==> src/hdl/rtlf_pkg.sv <==
// Shared types and constants for the record timestamp line filter.
// No dependencies; imported by every module of the block.
package rtlf_pkg;

  localparam int unsigned LINE_CAPACITY = 64;
  localparam int unsigned PREFIX_LENGTH = 5;
  localparam int unsigned ADDR_W        = $clog2(LINE_CAPACITY);
  localparam int unsigned LEN_W         = 7;
  localparam int unsigned STAMP_W       = 32;
  localparam int unsigned WIDE_W        = STAMP_W + 4;
  localparam int unsigned RADIX         = 10;

  localparam logic [7:0] CH_NL    = 8'h0A;
  localparam logic [7:0] CH_CR    = 8'h0D;
  localparam logic [7:0] CH_COMMA = 8'h2C;
  localparam logic [7:0] CH_ZERO  = 8'h30;
  localparam logic [7:0] CH_NINE  = 8'h39;

  localparam logic [LEN_W-1:0] DIGIT_SAT = 7'd127;

  typedef enum logic [1:0] {
    ST_IDLE,
    ST_JUDGE,
    ST_EMIT
  } state_e;

  typedef enum logic [1:0] {
    PH_WAIT   = 2'd0,
    PH_DIGITS = 2'd1,
    PH_VALID  = 2'd2,
    PH_BAD    = 2'd3
  } phase_e;

  typedef struct packed {
    logic take;
    logic judge;
    logic load_byte;
    logic load_nl;
  } dp_cmd_t;

  typedef struct packed {
    logic term;
    logic pass;
    logic idx_done;
    logic out_free;
  } dp_status_t;

endpackage

==> src/hdl/rtlf_ctrl.sv <==
// Sequencer for the line filter: takes beats, judges lines, replays kept ones.
// Depends on rtlf_pkg.
module rtlf_ctrl
  import rtlf_pkg::*;
(
  input  logic       clk_i,
  input  logic       rst_ni,
  input  logic       in_valid_i,
  output logic       in_stall_o,
  input  dp_status_t status_i,
  output dp_cmd_t    cmd_o
);

  state_e state_q, state_d;
  logic   take;

  assign take = in_valid_i && (state_q == ST_IDLE);

  always_comb begin
    state_d = state_q;
    unique case (state_q)
      ST_IDLE: begin
        if (take && status_i.term) state_d = ST_JUDGE;
      end
      ST_JUDGE: begin
        state_d = status_i.pass ? ST_EMIT : ST_IDLE;
      end
      ST_EMIT: begin
        if (status_i.out_free && status_i.idx_done) state_d = ST_IDLE;
      end
      default: state_d = ST_IDLE;
    endcase
  end

  always_comb begin
    in_stall_o      = (state_q != ST_IDLE);
    cmd_o.take      = take;
    cmd_o.judge     = (state_q == ST_JUDGE);
    cmd_o.load_byte = (state_q == ST_EMIT) && status_i.out_free && !status_i.idx_done;
    cmd_o.load_nl   = (state_q == ST_EMIT) && status_i.out_free && status_i.idx_done;
  end

  always_ff @(posedge clk_i or negedge rst_ni) begin
    if (!rst_ni) begin
      state_q <= ST_IDLE;
    end else begin
      state_q <= state_d;
    end
  end

endmodule

==> src/hdl/rtlf_datapath.sv <==
// Line store, timestamp parser, threshold register and output register.
// Depends on rtlf_pkg; driven by rtlf_ctrl commands.
module rtlf_datapath
  import rtlf_pkg::*;
(
  input  logic               clk_i,
  input  logic               rst_ni,
  input  logic               cfg_we_i,
  input  logic [STAMP_W-1:0] cfg_wdata_i,
  input  logic [7:0]         data_byte_i,
  input  logic               end_of_data_i,
  input  dp_cmd_t            cmd_i,
  output dp_status_t         status_o,
  output logic               out_valid_o,
  input  logic               out_stall_i,
  output logic [7:0]         out_byte_o,
  output logic               last_of_run_o
);

  logic [7:0]         mem [LINE_CAPACITY];

  logic [STAMP_W-1:0] min_q;
  logic [LEN_W-1:0]   len_q, len_d;
  logic               disc_q, disc_d;
  logic [STAMP_W-1:0] val_q, val_d;
  logic [LEN_W-1:0]   dcnt_q, dcnt_d;
  phase_e             phase_q, phase_d;

  logic [LEN_W-1:0]   emit_len_q;
  logic [LEN_W-1:0]   idx_q;
  logic               out_valid_q, out_valid_d;
  logic [7:0]         rd_data_q;
  logic               nl_q;

  logic               is_nl, is_cr, is_digit, store_wr;
  phase_e             ph_mid;
  logic [WIDE_W-1:0]  wide_val;

  assign is_nl    = (data_byte_i == CH_NL);
  assign is_cr    = (data_byte_i == CH_CR);
  assign is_digit = (data_byte_i >= CH_ZERO) && (data_byte_i <= CH_NINE);
  assign store_wr = cmd_i.take && !is_nl && !is_cr && !disc_q &&
                    (len_q < LEN_W'(LINE_CAPACITY - 1));
  assign wide_val = {{(WIDE_W-STAMP_W){1'b0}}, val_q} * WIDE_W'(RADIX) +
                    WIDE_W'(data_byte_i - CH_ZERO);

  always_comb begin
    len_d   = len_q;
    disc_d  = disc_q;
    val_d   = val_q;
    dcnt_d  = dcnt_q;
    phase_d = phase_q;
    ph_mid  = phase_q;
    if (cmd_i.judge) begin
      len_d   = '0;
      disc_d  = 1'b0;
      val_d   = '0;
      dcnt_d  = '0;
      phase_d = PH_WAIT;
    end else if (cmd_i.take && !is_nl && !is_cr && !disc_q) begin
      if (store_wr) begin
        len_d = len_q + LEN_W'(1);
        if (phase_q == PH_WAIT && len_q >= LEN_W'(PREFIX_LENGTH)) ph_mid = PH_DIGITS;
        phase_d = ph_mid;
        if (ph_mid == PH_DIGITS) begin
          if (is_digit) begin
            val_d = (wide_val[WIDE_W-1:STAMP_W] != '0) ? '1 : wide_val[STAMP_W-1:0];
            if (dcnt_q < DIGIT_SAT) dcnt_d = dcnt_q + LEN_W'(1);
          end else if (data_byte_i == CH_COMMA) begin
            phase_d = (dcnt_q != '0) ? PH_VALID : PH_BAD;
          end else begin
            phase_d = PH_BAD;
          end
        end
      end else begin
        disc_d = 1'b1;
        len_d  = '0;
      end
    end
  end

  always_ff @(posedge clk_i or negedge rst_ni) begin
    if (!rst_ni) begin
      min_q   <= '0;
      len_q   <= '0;
      disc_q  <= 1'b0;
      val_q   <= '0;
      dcnt_q  <= '0;
      phase_q <= PH_WAIT;
    end else begin
      if (cfg_we_i) min_q <= cfg_wdata_i;
      len_q   <= len_d;
      disc_q  <= disc_d;
      val_q   <= val_d;
      dcnt_q  <= dcnt_d;
      phase_q <= phase_d;
    end
  end

  always_ff @(posedge clk_i) begin
    if (store_wr) mem[len_q[ADDR_W-1:0]] <= data_byte_i;
    if (cmd_i.load_byte) rd_data_q <= mem[idx_q[ADDR_W-1:0]];
  end

  // replay counters
  always_ff @(posedge clk_i or negedge rst_ni) begin
    if (!rst_ni) begin
      emit_len_q <= '0;
      idx_q      <= '0;
    end else if (cmd_i.judge) begin
      emit_len_q <= len_q;
      idx_q      <= '0;
    end else if (cmd_i.load_byte) begin
      idx_q <= idx_q + LEN_W'(1);
    end
  end

  assign out_valid_d = (cmd_i.load_byte || cmd_i.load_nl) ? 1'b1 : (out_valid_q && out_stall_i);

  always_ff @(posedge clk_i or negedge rst_ni) begin
    if (!rst_ni) begin
      out_valid_q <= 1'b0;
      nl_q        <= 1'b0;
    end else begin
      out_valid_q <= out_valid_d;
      if (cmd_i.load_byte || cmd_i.load_nl) nl_q <= cmd_i.load_nl;
    end
  end

  assign status_o.term     = is_nl || end_of_data_i;
  assign status_o.pass     = !disc_q && (len_q > LEN_W'(PREFIX_LENGTH)) &&
                             (phase_q == PH_VALID) && (val_q >= min_q);
  assign status_o.idx_done = (idx_q >= emit_len_q);
  assign status_o.out_free = !out_valid_q || !out_stall_i;

  assign out_valid_o   = out_valid_q;
  assign out_byte_o    = nl_q ? CH_NL : rd_data_q;
  assign last_of_run_o = nl_q;

endmodule

==> src/hdl/record_timestamp_line_filter_top.sv <==
// Record timestamp line filter, top level.
// Input channel: data_byte_i/end_of_data_i beats under in_valid_i/in_stall_o.
// Output channel: out_byte_o/last_of_run_o beats under out_valid_o/out_stall_i.
// Config: cfg_we_i writes cfg_wdata_i into the minimum timestamp register.
// An ordinary byte is taken without stalling input. A newline or
// end-of-data beat moves the rtlf_ctrl state machine to a judge state, in
// which input is stalled and the line is judged against the threshold.
// A kept line is then replayed from the line store, one beat per cycle
// (its length plus one for the closing newline), during which input is
// stalled. The emit state after judging loads the first output byte.
// The single output register lets input resume while the closing newline
// still waits. When the receiver stalls, the output beat holds and replay
// pauses; input stays stalled until replay ends.
// Reset clears the line state and the threshold (zero rejects no stamp);
// no clearing pass is needed, the block takes beats right after reset.
// Depends on rtlf_pkg, rtlf_ctrl and rtlf_datapath.
module record_timestamp_line_filter_top
  import rtlf_pkg::*;
(
  input  logic               clk_i,
  input  logic               rst_ni,
  input  logic               cfg_we_i,
  input  logic [STAMP_W-1:0] cfg_wdata_i,
  input  logic               in_valid_i,
  output logic               in_stall_o,
  input  logic [7:0]         data_byte_i,
  input  logic               end_of_data_i,
  output logic               out_valid_o,
  input  logic               out_stall_i,
  output logic [7:0]         out_byte_o,
  output logic               last_of_run_o
);

  dp_cmd_t    cmd;
  dp_status_t status;

  rtlf_ctrl u_ctrl (
    .clk_i      (clk_i),
    .rst_ni     (rst_ni),
    .in_valid_i (in_valid_i),
    .in_stall_o (in_stall_o),
    .status_i   (status),
    .cmd_o      (cmd)
  );

  rtlf_datapath u_datapath (
    .clk_i         (clk_i),
    .rst_ni        (rst_ni),
    .cfg_we_i      (cfg_we_i),
    .cfg_wdata_i   (cfg_wdata_i),
    .data_byte_i   (data_byte_i),
    .end_of_data_i (end_of_data_i),
    .cmd_i         (cmd),
    .status_o      (status),
    .out_valid_o   (out_valid_o),
    .out_stall_i   (out_stall_i),
    .out_byte_o    (out_byte_o),
    .last_of_run_o (last_of_run_o)
  );

  a_term_stalls: assert property (@(posedge clk_i) disable iff (!rst_ni)
    in_valid_i && !in_stall_o && (data_byte_i == CH_NL || end_of_data_i) |=> in_stall_o)
    else $error("no judge cycle after line end");

  a_plain_no_stall: assert property (@(posedge clk_i) disable iff (!rst_ni)
    in_valid_i && !in_stall_o && data_byte_i != CH_NL && !end_of_data_i |=> !in_stall_o)
    else $error("ordinary beat stalled input");

  a_last_is_nl: assert property (@(posedge clk_i) disable iff (!rst_ni)
    out_valid_o && last_of_run_o |-> out_byte_o == CH_NL)
    else $error("closing beat is not a newline");

  a_emit_holds_input: assert property (@(posedge clk_i) disable iff (!rst_ni)
    $rose(out_valid_o) && !last_of_run_o |-> in_stall_o)
    else $error("input taken during replay");

endmodule

==> config.mk <==
export PLATFORM = sky130hd
export DESIGN_NAME = record_timestamp_line_filter_top
export DESIGN_NICKNAME = d
export VERILOG_FILES = /design/src/hdl/rtlf_pkg.sv /design/src/hdl/rtlf_ctrl.sv /design/src/hdl/rtlf_datapath.sv /design/src/hdl/record_timestamp_line_filter_top.sv
export SDC_FILE = /design/constraint.sdc
export NUM_CORES = 1
export LEC_CHECK = 0
export BUFFER_PORTS_ARGS = -buffer_cell sky130_fd_sc_hd__buf_2
export CAP_MARGIN = 20
export CORE_UTILIZATION = 59
export DETAILED_ROUTE_END_ITERATION = 12
export PLACE_DENSITY_LB_ADDON = 0.05
export SLEW_MARGIN = 20
export SYNTH_ARGS = -nofsm -noshare
export SYNTH_HDL_FRONTEND = slang
export SYNTH_SLANG_ARGS = --single-unit
==> constraint.sdc <==
create_clock -name clk_i -period 8.11 [get_ports clk_i]
set_input_delay 0.4055 -clock clk_i [delete_from_list [all_inputs] [get_ports clk_i]]
set_output_delay 0.4055 -clock clk_i [all_outputs]
set_load 0.1 [all_outputs]
==> flow_metrics.py <==
metrics = {
    "timing": {
        "layout_setup_ws_ns": 1.87,
        "fmax_ghz": 0.160,
        "hold_violations": 0,
        "tightest_slew_ns": 0.954,
        "fin_crit_ns": 6.24,
        "setup_viol": 0,
        "fin_skew_ns": 0.0217,
        "fin_tns_setup_ns": 0,
        "fin_crit_sh_pct": 76.9,
        "drv_slew": 0,
        "max_slew_margin_pct": 36.1,
        "rsz0062_at_grt": "no",
    },
    "cells_and_area": {
        "synthToLayoutAreaGrowth_pct": 11.4,
        "layout-drive-gt1-share_pct": 19.2,
        "antennaDiodeCount": 0,
        "multiInputGateArea_um2": 10100,
        "fin_cells": 2598,
        "register_area_um2": 18100,
        "finalNetCount": 2126,
        "fillCellCount": 3284,
    },
    "yosys": {
        "synth_edf_count": 520,
        "ys.flop_type": "edfxtp_1",
        "synth_area_um2": 28700,
        "synth.most_common_cell": "edfxtp_1",
        "ys_types": 69,
        "synth_area_per_cell_um2": 15.7,
        "synth_area_leaders": "edfxtp_1 (54%), mux4_2 (13%), dfrtp_1 (8.6%), ha_1 (6.1%), a21oi_1 (1.8%)",
        "synth_seq_cells": 619,
        "synthTopCellsByCount": "edfxtp_1 (520), mux4_2 (168), ha_1 (141), nor2_1 (117), a21oi_1 (104)",
        "synth_top_area_share_pct": 54.4,
        "seq_area_frac_synth_pct": 63.0,
        "ys_warn_count": 0,
        "synthArstFlopShare_pct": 16.0,
        "synth_top_area_cell": "edfxtp_1",
        "synthesis.instances": 1835,
    },
    "detailed_routing": {
        "totalWireLength_mm": 64.4,
        "drt-initial-drc-count": 1328,
        "vias": 16200,
        "ant_nets": 0,
        "wl_per_cell_um": 24.8,
        "drc": 0,
        "drt_pre_antenna_iters": 5,
        "vias_per_cell": 6.24,
    },
    "worst_setup_path": {
        "crit_required_ns": 8.60,
        "crit_fanout": 32,
        "critPathSlowestCell": "nor4b_1",
        "crit_top_cell": "a21oi_1",
        "cp.arrival_ns": 6.72,
        "cp-start-kind": "flip-flop",
        "crit_family": "simple AND/OR/NAND/NOR gates",
        "max_stage_delay_ns": 0.72,
        "crit_buf_inv": 2,
        "end_kind": "flip-flop",
        "critical_path_class": "reg -> reg",
    },
    "placement": {
        "place_inst": 2455,
        "pre_cts_slack_ns": 1.87,
        "dp_hpwl_mm": 40.9,
        "routabilityCongestion": 0.876,
        "port_buffers": 56,
    },
    "die": {
        "initial_core_util_pct": 60.0,
        "io_pins": 57,
        "die_h_um": 223,
        "coreArea_um2": 47800,
        "fp.dieW_um": 223,
        "row_count": 80,
        "die-area_um2": 49600,
    },
    "clocking": {
        "post_cts_resized": 0,
        "cts_root_buf": "clkbuf_16",
        "cts_sinks": 619,
        "clk_pin_slew_worst_paths_ns": 0.06,
        "htreeDepth": 2,
        "clk_path_buf_depth": 3,
        "cts_buffers": 60,
        "cts_tree": "done",
        "clock_latency_ns": 0.64,
    },
    "outcome": {
        "status": "complete, no violations",
    },
    "global_route": {
        "met2_usage_pct": 44.5,
        "busiest_layer": "met2",
        "use_met3_pct": 3.35,
        "grt_pass1_wl_mm": 98.9,
        "antenna_found_initial": 1,
        "grt_pass1_vias": 16200,
        "grt_util_met1_pct": 37.7,
        "grt.total_usage_pct": 26.8,
        "grt_max_degree": 97,
        "grt_overflow": 0,
    },
    "power": {
        "p_leak_nw": 11.6,
        "ir_drop_mv": 0.188,
        "finalPower_mw": 6.81,
        "powerDensity_nw_per_um2": 213,
    },
    "flow_run": {
        "drv_cap": 0,
    },
    "worst_hold_path": {
        "hold_class": "in -> reg",
    },
}
## layout make-up
class                      count  share of cell area (%)
clock buffer                  71                    4.82
clock inverter                37                    1.25
inverter                      72                   0.845
multi-input combinational   1072                    31.5
sequential                   619                    56.6
tap                          615                    2.41
timing repair buffer         112                    2.57
## cells in the final DEF, fill, tap and decap left out, drive strengths merged, types with 8 or more instances in the layout
cell	Yosys	layout
mux4	168	168
inv	72	74
nor2	117	117
nand2	88	88
nand4	16	16
o31ai	8	8
o21bai	11	11
and3	8	8
nor2b	16	16
a31oi	10	10
a211oi	8	8
edfxtp	520	520
conb	1	8
clkinv	0	26
nand2b	11	11
clkbuf	48	71
a21oi	134	134
o21a	10	10
dlygate4sd3	0	33
buf	31	79
o21ai	84	84
a21o	51	51
nor3	13	13
ha	141	141
xnor2	41	41
nand3	27	27
dfrtp	99	99
xor2	30	30
## kinds of logic after synthesis
group / synth area share, %
and+or+nand+nor: 5.46
other: 0.0131
DFF: 63.0
xor gates and xnor gates: 2.16
muxes: 13.3
buffers and inverters: 2.06
AOI/OAI and AO/OA: 7.73
adders and majority gates: 6.28
## path summary, 6_finish.rpt
path / start / end / slack, ns / depth (start not counted)
setup / recovery: u_datapath.val_q[1]$_DFFE_PN0P_ / u_datapath.val_q[1]$_DFFE_PN0P_ / 1.87 / 25
hold / removal: out_stall_i / u_datapath.out_valid_o$_DFF_PN0_ / 0.09 / 3
setup reg to reg: u_datapath.val_q[1]$_DFFE_PN0P_ / u_datapath.val_q[1]$_DFFE_PN0P_ / 1.87 / 25
hold reg to reg: u_datapath.emit_len_q[0]$_DFFE_PN0P_ / u_datapath.emit_len_q[0]$_DFFE_PN0P_ / 0.49 / 2
max in group asynchronous: rst_ni / u_datapath.idx_q[0]$_DFFE_PN0P_ / 6.53 / 3
min in group asynchronous: rst_ni / u_datapath.min_q[3]$_DFFE_PN0P_ / 0.38 / 2
## timing repair
item / 4_1_cts / 5_1_grt
endpoints found under the hold margin: 85 / 0
setup buffers: 0 / 0
hold buffers: 33 / 0
## state kept, by name, summed over array words and instances (netlist names), 2 cells and up
name and cells:
u_datapath.min_q 32, u_datapath.val_q 32, u_datapath.emit_len_q 7, u_datapath.dcnt_q 7, u_ctrl.state_q 2, u_datapath.mem 512, u_datapath.len_q 7, u_datapath.phase_q 2
u_datapath.rd_data_q 8, u_datapath.idx_q 7
## stage by stage
step | utilization (%) | hold slack (ns) | cell area [um^2]
2_1_floorplan | - | 0.110 | 28800
3_3_place_gp | 62.0 | 0.483 | 29700
5_1_grt | 66.9 | 0.0780 | 32000
3_5_place_dp | 62.0 | 0.476 | 29700
6_report | 66.9 | 0.0896 | 32000
4_1_cts | 66.8 | 0.0487 | 31900
## metal layers
layer | vias up | share of wire, %
li1 | 7356 | -
met1 | 8288 | 42
met2 | 471 | 50
met3 | 109 | 5.0
met4 | 0 | 2.8
met5 | - | 0
## power by group
| part | switching (mW) | leakage [nW] | internal [mW] |
|---|---|---|---|
| registers | 0.0395 | 5.99 | 3.51 |
| clock network | 1.20 | 0.943 | 1.58 |
| logic | 0.327 | 4.69 | 0.150 |
## worst register-to-register path, cell delays in order (launching register included)
cell and delay, ns:
dfrtp_1 0.43, ha_1 0.32, ha_1 0.17, inv_1 0.06, fa_1 0.39, nor2b_1 0.13
o21a_1 0.14, o21ai_0 0.10, a21oi_1 0.32, o21ai_0 0.13, nand2b_1 0.12, a21o_1 0.12
a21oi_1 0.07, xnor2_1 0.14, ha_1 0.36, a21oi_1 0.19, o22ai_1 0.12, nor4b_1 0.72
a211oi_2 0.17, nor4_2 0.45, a31oi_1 0.16, xor2_1 0.17, xnor2_1 0.18, nor4_4 0.28
buf_4 0.50, a21oi_1 0.18
Power figures use the tool's default switching activity.
